==> config.mk <==
export PLATFORM = sky130hd
export DESIGN_NAME = rc_car_command_ir_burst
export DESIGN_NICKNAME = d
export VERILOG_FILES = /design/src/hdl/rcir_pkg.sv /design/src/hdl/rc_car_command_ir_burst.sv
export SDC_FILE = /design/constraint.sdc
export NUM_CORES = 2
export LEC_CHECK = 0
export BUFFER_PORTS_ARGS = -buffer_cell sky130_fd_sc_hd__buf_2
export CORE_MARGIN = 8
export CORE_UTILIZATION = 35
export CTS_CLUSTER_SIZE = 14
export DETAILED_ROUTE_END_ITERATION = 8
export PLACE_DENSITY = 0.61
export SLEW_MARGIN = 20
export SYNTH_ARGS = -nofsm -noshare
export SYNTH_HDL_FRONTEND = slang
export SYNTH_SLANG_ARGS = --single-unit
==> constraint.sdc <==
create_clock -name i_clk -period 15.4 [get_ports i_clk]
set_clock_uncertainty 0.15 [all_clocks]
set_input_delay 2.31 -clock i_clk [delete_from_list [all_inputs] [get_ports i_clk]]
set_output_delay 2.31 -clock i_clk [all_outputs]
set_load 0.005 [all_outputs]
==> src/hdl/rcir_pkg.sv <==
// ----------------------------------------------------------------------------
// rcir_pkg
// Shared widths, register indexes, command codes and burst timing for the
// car command decoder with IR burst generator.
// ----------------------------------------------------------------------------
package rcir_pkg;

    localparam int DUTY_W = 15;
    localparam int TIME_W = 11;
    localparam int LED_W  = 3;
    localparam int DIR_W  = 4;
    localparam int CHAR_W = 8;
    localparam int CFG_IDX_W = 3;

    localparam int IN_DATA_W  = 16;
    localparam int OUT_DATA_W = 40;

    // turn scaling: inner = (speed * turn * RECIP) >> RECIP_SHIFT == speed * turn / 100
    localparam int RECIP_SHIFT = 29;
    localparam int RECIP_W     = 23;
    localparam int TURN_W      = 7;
    localparam int TURN_C_W    = TURN_W + RECIP_W;
    localparam int PROD_W      = DUTY_W + TURN_C_W;
    localparam logic [RECIP_W-1:0] TURN_RECIP = 23'd5368710;

    localparam logic [CFG_IDX_W-1:0] CFG_DUTY_FULL  = 3'd0;
    localparam logic [CFG_IDX_W-1:0] CFG_DUTY_3Q    = 3'd1;
    localparam logic [CFG_IDX_W-1:0] CFG_DUTY_HALF  = 3'd2;
    localparam logic [CFG_IDX_W-1:0] CFG_TURN_PCT   = 3'd3;
    localparam logic [CFG_IDX_W-1:0] CFG_POLL_PER   = 3'd4;

    localparam logic [DUTY_W-1:0] RST_DUTY_FULL = 15'd24850;
    localparam logic [DUTY_W-1:0] RST_DUTY_3Q   = 15'd18750;
    localparam logic [DUTY_W-1:0] RST_DUTY_HALF = 15'd12500;
    localparam logic [TURN_W-1:0] RST_TURN_PCT  = 7'd65;
    localparam logic [TIME_W-1:0] RST_POLL_PER  = 11'd1333;

    localparam logic [CHAR_W-1:0] CMD_FWD   = 8'h57;
    localparam logic [CHAR_W-1:0] CMD_LEFT  = 8'h41;
    localparam logic [CHAR_W-1:0] CMD_BACK  = 8'h53;
    localparam logic [CHAR_W-1:0] CMD_RIGHT = 8'h44;
    localparam logic [CHAR_W-1:0] CMD_STOP  = 8'h51;
    localparam logic [CHAR_W-1:0] CMD_IR    = 8'h49;
    localparam logic [CHAR_W-1:0] CMD_SPD1  = 8'h31;
    localparam logic [CHAR_W-1:0] CMD_SPD2  = 8'h32;
    localparam logic [CHAR_W-1:0] CMD_SPD3  = 8'h33;

    localparam logic [DIR_W-1:0] DIR_STOP  = 4'd0;
    localparam logic [DIR_W-1:0] DIR_FWD   = 4'd10;
    localparam logic [DIR_W-1:0] DIR_BACK  = 4'd5;
    localparam logic [DIR_W-1:0] DIR_LEFT  = 4'd6;
    localparam logic [DIR_W-1:0] DIR_RIGHT = 4'd9;

    localparam logic [LED_W-1:0] LED_OFF   = 3'd0;
    localparam logic [LED_W-1:0] LED_RED   = 3'd1;
    localparam logic [LED_W-1:0] LED_BLUE  = 3'd2;
    localparam logic [LED_W-1:0] LED_GREEN = 3'd4;

    localparam logic [TIME_W-1:0] FRAME_TICKS = 11'd1680;

    function automatic logic in_window(input logic [TIME_W-1:0] t);
        in_window = (t < 11'd160) ||
                    (t >= 11'd240 && t < 11'd320) ||
                    (t >= 11'd360 && t < 11'd400) ||
                    (t >= 11'd440 && t < 11'd520) ||
                    (t >= 11'd560 && t < 11'd600) ||
                    (t >= 11'd640 && t < 11'd720) ||
                    (t >= 11'd760 && t < 11'd800);
    endfunction

endpackage

==> src/hdl/rc_car_command_ir_burst.sv <==
// ----------------------------------------------------------------------------
// rc_car_command_ir_burst
// Per-tick command decoder for a two-motor car with a two-frame IR burst.
// ----------------------------------------------------------------------------
//  channel   | direction | payload
//  s_axis    | in        | tdata: rx_valid, rx_char, zero pad (16 bits)
//  m_axis    | out       | tdata: rx_taken, ir_level, ir_active, motor_dir,
//            |           |        left_duty, right_duty, led_state (40 bits)
//  cfg       | in        | index 0..4, data 15 bits
//
// One beat per cycle while the output is not stalled: input register, then
// result register. The decode, the poll and burst counters and the single turn
// multiplier sit between them. Synchronous active-low reset; all registers but
// the input and result data return to reset values. A stalled output holds
// its beat; an empty input register takes one more beat before tready drops.
// ----------------------------------------------------------------------------
module rc_car_command_ir_burst
    import rcir_pkg::*;
(
    input  logic                  i_clk,
    input  logic                  i_rst_n,
    input  logic                  s_axis_tvalid,
    output logic                  s_axis_tready,
    // [0] rx_valid, [8:1] rx_char, [15:9] zero
    input  logic [IN_DATA_W-1:0]  s_axis_tdata,
    output logic                  m_axis_tvalid,
    input  logic                  m_axis_tready,
    // [0] rx_taken, [1] ir_level, [2] ir_active, [6:3] motor_dir,
    // [21:7] left_duty, [36:22] right_duty, [39:37] led_state
    output logic [OUT_DATA_W-1:0] m_axis_tdata,
    input  logic                  i_cfg_valid,
    output logic                  o_cfg_ready,
    input  logic [CFG_IDX_W-1:0]  i_cfg_index,
    input  logic [DUTY_W-1:0]     i_cfg_data
);

    logic [DUTY_W-1:0]     r_duty_full, r_duty_3q, r_duty_half;
    logic [TURN_C_W-1:0]   r_turn_c;
    logic [TIME_W-1:0]     r_poll_per;

    logic                  r_in_valid;
    logic [IN_DATA_W-1:0]  r_in_data;
    logic                  r_out_valid;
    logic [OUT_DATA_W-1:0] r_out_data;

    logic [TIME_W-1:0]     r_poll_cnt, n_poll_cnt;
    logic [TIME_W-1:0]     r_ir_time, n_ir_time;
    logic                  r_ir_busy, n_ir_busy;
    logic                  r_ir_second, n_ir_second;
    logic                  r_ir_request, n_ir_request;
    logic                  r_ir_bit, n_ir_bit;
    logic [DIR_W-1:0]      r_dir, n_dir;
    logic [DUTY_W-1:0]     r_speed, n_speed;
    logic [DUTY_W-1:0]     r_left, n_left;
    logic [DUTY_W-1:0]     r_right, n_right;
    logic [LED_W-1:0]      r_led_now, n_led_now;
    logic [LED_W-1:0]      r_led_saved, n_led_saved;

    logic                  w_advance;
    logic                  w_rx_valid;
    logic [CHAR_W-1:0]     w_rx_char;
    logic                  w_taken;
    logic                  w_ir_restart;
    logic [PROD_W-1:0]     w_prod;
    logic [DUTY_W:0]       w_inner_raw;
    logic [DUTY_W-1:0]     w_inner;
    logic [TIME_W:0]       w_poll_inc;
    logic [OUT_DATA_W-1:0] n_out_data;

    assign w_advance     = r_in_valid && (!r_out_valid || m_axis_tready);
    assign s_axis_tready = !r_in_valid || w_advance;
    assign m_axis_tvalid = r_out_valid;
    assign m_axis_tdata  = r_out_data;
    assign o_cfg_ready   = 1'b1;

    assign w_rx_valid = r_in_data[0];
    assign w_rx_char  = r_in_data[CHAR_W:1];

    assign w_prod      = PROD_W'(r_speed) * PROD_W'(r_turn_c);
    assign w_inner_raw = w_prod[RECIP_SHIFT +: DUTY_W+1];
    assign w_inner     = w_inner_raw[DUTY_W] ? {DUTY_W{1'b1}} : w_inner_raw[DUTY_W-1:0];

    assign w_poll_inc  = {1'b0, r_poll_cnt} + 1'b1;

    always_comb begin
        n_poll_cnt   = r_poll_cnt;
        n_ir_busy    = r_ir_busy;
        n_ir_second  = r_ir_second;
        n_ir_request = r_ir_request;
        n_ir_bit     = r_ir_bit;
        n_dir        = r_dir;
        n_speed      = r_speed;
        n_left       = r_left;
        n_right      = r_right;
        n_led_now    = r_led_now;
        n_led_saved  = r_led_saved;
        w_taken      = 1'b0;
        w_ir_restart = 1'b0;

        if (r_ir_busy) begin
            priority if (in_window(r_ir_time)) begin
                n_ir_bit = !r_ir_bit;
            end else if (r_ir_time >= FRAME_TICKS) begin
                w_ir_restart = 1'b1;
                if (!r_ir_second) begin
                    n_ir_second = 1'b1;
                end else begin
                    n_ir_busy   = 1'b0;
                    n_ir_second = 1'b0;
                end
            end else begin
                n_ir_bit = 1'b0;
            end
        end else begin
            if (r_poll_cnt == '0) begin
                if (w_rx_valid) begin
                    w_taken = 1'b1;
                    unique case (w_rx_char)
                        CMD_FWD: begin
                            n_led_now = r_led_saved;
                            n_dir     = DIR_FWD;
                            n_left    = r_speed;
                            n_right   = r_speed;
                        end
                        CMD_LEFT: begin
                            n_led_now = r_led_saved;
                            n_dir     = DIR_LEFT;
                            n_left    = w_inner;
                            n_right   = r_speed;
                        end
                        CMD_BACK: begin
                            n_led_now = r_led_saved;
                            n_dir     = DIR_BACK;
                            n_left    = r_speed;
                            n_right   = r_speed;
                        end
                        CMD_RIGHT: begin
                            n_led_now = r_led_saved;
                            n_dir     = DIR_RIGHT;
                            n_left    = r_speed;
                            n_right   = w_inner;
                        end
                        CMD_STOP: begin
                            if (r_led_now != LED_OFF) begin
                                n_led_saved = r_led_now;
                            end
                            n_led_now = LED_OFF;
                            n_dir     = DIR_STOP;
                        end
                        CMD_IR: begin
                            n_ir_request = 1'b1;
                        end
                        CMD_SPD1: begin
                            n_led_now   = LED_BLUE;
                            n_led_saved = LED_BLUE;
                            n_speed     = r_duty_full;
                        end
                        CMD_SPD2: begin
                            n_led_now   = LED_GREEN;
                            n_led_saved = LED_GREEN;
                            n_speed     = r_duty_3q;
                        end
                        CMD_SPD3: begin
                            n_led_now   = LED_RED;
                            n_led_saved = LED_RED;
                            n_speed     = r_duty_half;
                        end
                        default: begin
                        end
                    endcase
                end
                if (r_ir_request) begin
                    n_ir_request = 1'b0;
                    n_ir_busy    = 1'b1;
                    w_ir_restart = 1'b1;
                end
            end
            n_poll_cnt = (w_poll_inc >= {1'b0, r_poll_per}) ? '0 : w_poll_inc[TIME_W-1:0];
        end

        n_ir_time  = (w_ir_restart ? '0 : r_ir_time) + 1'b1;
        n_out_data = {n_led_now, n_right, n_left, n_dir, n_ir_busy, n_ir_bit, w_taken};
    end

    always_ff @(posedge i_clk) begin
        if (!i_rst_n) begin
            r_duty_full <= RST_DUTY_FULL;
            r_duty_3q   <= RST_DUTY_3Q;
            r_duty_half <= RST_DUTY_HALF;
            r_turn_c    <= TURN_C_W'(RST_TURN_PCT) * TURN_C_W'(TURN_RECIP);
            r_poll_per  <= RST_POLL_PER;
        end else if (i_cfg_valid) begin
            unique case (i_cfg_index)
                CFG_DUTY_FULL: r_duty_full <= i_cfg_data;
                CFG_DUTY_3Q:   r_duty_3q   <= i_cfg_data;
                CFG_DUTY_HALF: r_duty_half <= i_cfg_data;
                CFG_TURN_PCT:  r_turn_c    <= TURN_C_W'(i_cfg_data[TURN_W-1:0]) *
                                              TURN_C_W'(TURN_RECIP);
                CFG_POLL_PER:  r_poll_per  <= i_cfg_data[TIME_W-1:0];
                default: begin
                end
            endcase
        end
    end

    always_ff @(posedge i_clk) begin
        if (!i_rst_n) begin
            r_in_valid  <= 1'b0;
            r_out_valid <= 1'b0;
        end else begin
            if (s_axis_tready) begin
                r_in_valid <= s_axis_tvalid;
            end
            if (w_advance) begin
                r_out_valid <= 1'b1;
            end else if (m_axis_tready) begin
                r_out_valid <= 1'b0;
            end
        end
    end

    always_ff @(posedge i_clk) begin
        if (s_axis_tready && s_axis_tvalid) begin
            r_in_data <= s_axis_tdata;
        end
        if (w_advance) begin
            r_out_data <= n_out_data;
        end
    end

    always_ff @(posedge i_clk) begin
        if (!i_rst_n) begin
            r_poll_cnt   <= '0;
            r_ir_time    <= '0;
            r_ir_busy    <= 1'b0;
            r_ir_second  <= 1'b0;
            r_ir_request <= 1'b0;
            r_ir_bit     <= 1'b0;
            r_dir        <= DIR_STOP;
            r_speed      <= RST_DUTY_HALF;
            r_left       <= RST_DUTY_HALF;
            r_right      <= RST_DUTY_HALF;
            r_led_now    <= LED_OFF;
            r_led_saved  <= LED_RED;
        end else if (w_advance) begin
            r_poll_cnt   <= n_poll_cnt;
            r_ir_time    <= n_ir_time;
            r_ir_busy    <= n_ir_busy;
            r_ir_second  <= n_ir_second;
            r_ir_request <= n_ir_request;
            r_ir_bit     <= n_ir_bit;
            r_dir        <= n_dir;
            r_speed      <= n_speed;
            r_left       <= n_left;
            r_right      <= n_right;
            r_led_now    <= n_led_now;
            r_led_saved  <= n_led_saved;
        end
    end

    a_second_only_busy: assert property (@(posedge i_clk) disable iff (!i_rst_n)
        !r_ir_busy |-> !r_ir_second)
        else $error("second frame flag set outside a burst");

    a_burst_ends_after_second: assert property (@(posedge i_clk) disable iff (!i_rst_n)
        $fell(r_ir_busy) |-> $past(r_ir_second))
        else $error("burst ended before its second frame");

    a_burst_start_consumes_request: assert property (@(posedge i_clk) disable iff (!i_rst_n)
        $rose(r_ir_busy) |-> $past(r_ir_request) && !r_ir_request)
        else $error("burst started without a queued request");

    a_saved_led_lit: assert property (@(posedge i_clk) disable iff (!i_rst_n)
        r_led_saved != LED_OFF)
        else $error("saved LED state is dark");

endmodule
==> key figures <==
Clock tree
  • Clock root buffer: clkbuf_16
  • Hold Buf Count CTS: 0
  • CTS clk-pin slew, worst paths: 60 ps
  • CTS tree: built
  • # resized after CTS: 0
  • CTS H-tree depth: 1
  • Max clock buf depth: 3
  • Post-CTS Repair Setup Buffers: 0
  • Clk_lat worst skew: 560 ps
  • Clock sinks: 217
  • Total CTS buffers: 25

Floorplan
  • Initial core utilization: 0.352
  • Core area: 72,700 um^2
  • Die width: 287 um
  • Row cnt: 99
  • I/O pin total: 82
  • Die area: 82,100 um^2
  • Die height: 287 um

Timing
  • Final worst path period share: 0.567
  • Max-slew violation count: 0
  • Sum Neg Setup Slack: 0 ps
  • Endpoints failing setup: 0
  • Fin crit period: 8730 ps
  • Fmax: 115 MHz
  • Slew @ Worst Pin: 1080 ps
  • Final Hold Viols: 0
  • Hold slack: 302 ps
  • RSZ-0062 raised after global routing: false
  • Slew HR: 0.267

Placed design
  • RD Place Congestion: 0.846
  • Dpl cell area: 26,800 um^2
  • I/O Buffers: 73
  • Final HPWL DP: 48.3 mm

Cells and area
  • Final instance area: 27,600 um^2
  • Final nets: 3,552
  • Layout cells sized above 1: 0.0580
  • Reg area: 4840 um^2
  • Most common cell after layout, fill and taps aside: inv_1
  • Synthesis-to-finish area growth: 7.90%
  • Most frequent cells in the layout: inv_1, nand2_1, fa_1
  • Multi-input gate area: 18,300 um^2
  • Fill cells: 7,418

Global route
  • Overall Global Routing Usage: 0.159
  • GRT overflow: 0
  • Vias in the first global route: 20,589
  • Largest net degree at the start of global routing: 71
  • First-pass GRT wire length: 108 mm
  • Initial antenna violation count: 5

Synthesis
  • Top_reg_cell synth: dfxtp_1
  • Post-synthesis sequential area ratio: 0.189
  • Avg Inst Size Synth: 8.61 um^2
  • Netlist cell types: 86
  • Synth async-reset ratio: 0
  • Synthesized cell area: 25,600 um^2
  • Syn Inst Count: 2,974
  • Mapped Nets: 3,580
  • YS warnings: 0
  • Flops & latches, synth: 217
  • Post-synth EDFFs: 49

Setup path
  • Critical Path Most Common Cell: fa_1
  • Critical path capture point type: register
  • CP arrival: 8870 ps
  • CP required: 15,540 ps
  • Critical path peak fanout: 18
  • Critical path type: register to register
  • Cell chain of the critical path: buf_4 -> and2_1 -> fa_1 -> fa_1 -> fa_1 -> fa_1 -> fa_1 -> inv_1 -> fa_1 -> inv_1 -> ha_1 -> a21oi_1 -> o21ai_1 -> a2111oi_2 -> o31ai_1 -> o31ai_2 -> mux2i_2 -> o22ai_1 -> a221oi_1 -> nor2_1
  • Worst path slowest cell: mux2i_2
  • CP Launch Type: register
  • Reg2reg setup slack: 6670 ps
  • CP peak stage delay: 950 ps

Run status
  • Status: complete, no violations

Route
  • DR vias: 19,965
  • Routed Antenna Nets: 0
  • Routed length per instance: 16.6 um
  • Drt pass-1 iters: 7
  • Starting DRC count in detailed routing: 1,126
  • Final WL: 65.2 mm
  • Drc violations: 0
  • Via density: 5.09

Power
  • Static leakage: 12.6 nW
  • Pwr Density: 125 nW/um^2
  • Peak VDD IR: 0.000122 V

Job
  • Max cap viols: 0

Hold path
  • Worst min path class: register to register
[routing by layer]
| layer | up-vias | global-route usage | wire [um] |
|---|---|---|---|
| met5 | - | 0 | 10 |
| met4 | 2 | 0.0418 | 1600 |
| met3 | 110 | 0.0192 | 2950 |
| met2 | 414 | 0.271 | 31300 |
| met1 | 9965 | 0.213 | 29300 |
| li1 | 9474 | - | - |
[final timing paths]
| check | start | to | cells past startpoint |
|---|---|---|---|
| worst max-delay path | r_speed[13] | m_axis_tdata[25] | 20 |
| worst min register to register | r_poll_per[7] | r_poll_per[7] | 2 |
| worst max register to register | r_speed[13] | m_axis_tdata[25] | 20 |
| worst min-delay path | r_poll_per[7] | r_poll_per[7] | 2 |
[area by class of cell]
cell class / count / area share
diodes: 2 / 0.000181
clock buffers: 37 / 0.0265
clock inverters: 9 / 0.00367
inverters: 488 / 0.0663
multi-input cells: 2112 / 0.664
flip-flops and latches: 217 / 0.175
well taps: 959 / 0.0434
repair buffers: 102 / 0.0211
[kinds of logic after synthesis]
| kind of cell | after synthesis | synth area share |
|---|---|---|
| compound gates | 480 | 0.120 |
| xor+xnor | 45 | 0.0154 |
| fa+ha+maj | 567 | 0.386 |
| buf+inv | 645 | 0.0952 |
| flops | 217 | 0.189 |
| mux | 10 | 0.00415 |
| other cells | 1 | 0.000146 |
| simple gates | 1009 | 0.190 |
[report_power, final]
group          switching [mW]  internal [mW]  leakage [nW]  total (mW)
Combinational            1.37          0.844          10.4        2.22
Sequential             0.0299          0.597          1.79       0.626
Clock                   0.252          0.350         0.408       0.603
[through the flow]
stage | setup WS (ps) | util | power [mW] | instances
finish | 6670 | 0.380 | 3.45 | 3926
global route | 6300 | 0.380 | 3.80 | 3926
CTS | 6790 | 0.380 | 3.47 | 3924
detailed placement | 6820 | 0.368 | 2.84 | 3878
global placement | 6830 | 0.368 | 2.84 | 3878
floorplan | 8350 | - | 2.26 | 2974
[worst max-delay path: cells and delay by family, from the launching register on]
| family | cells | cell delay, ps |
|---|---|---|
| compound gates | 7 | 2190 |
| fa+ha+maj | 7 | 3500 |
| buf+inv | 3 | 500 |
| flops | 1 | 840 |
| mux | 1 | 950 |
| simple gates | 2 | 320 |
[synthesized netlist by cell type (36+ instances only)]
cell,count,area share
nand2_1,456,0.067
inv_1,486,0.071
edfxtp_1,49,0.057
o21ai_0,98,0.019
ha_1,194,0.095
dfxtp_1,168,0.13
nor2_1,108,0.016
and2_1,246,0.060
fa_1,373,0.29
a21oi_1,151,0.030
nand3_1,57,0.011
o211ai_1,36,0.011
clkbuf_1,149,0.022
[flip-flops by register name (all words and copies together), names as in the netlist, 15 cells and up]
| name | count |
|---|---|
| m_axis_tdata | 40 |
| r_turn_c | 29 |
| r_duty_3q | 15 |
| r_duty_full | 15 |
| r_duty_half | 15 |
| r_left | 15 |
| r_right | 15 |
| r_speed | 15 |
Power figures use the tool's default switching activity.
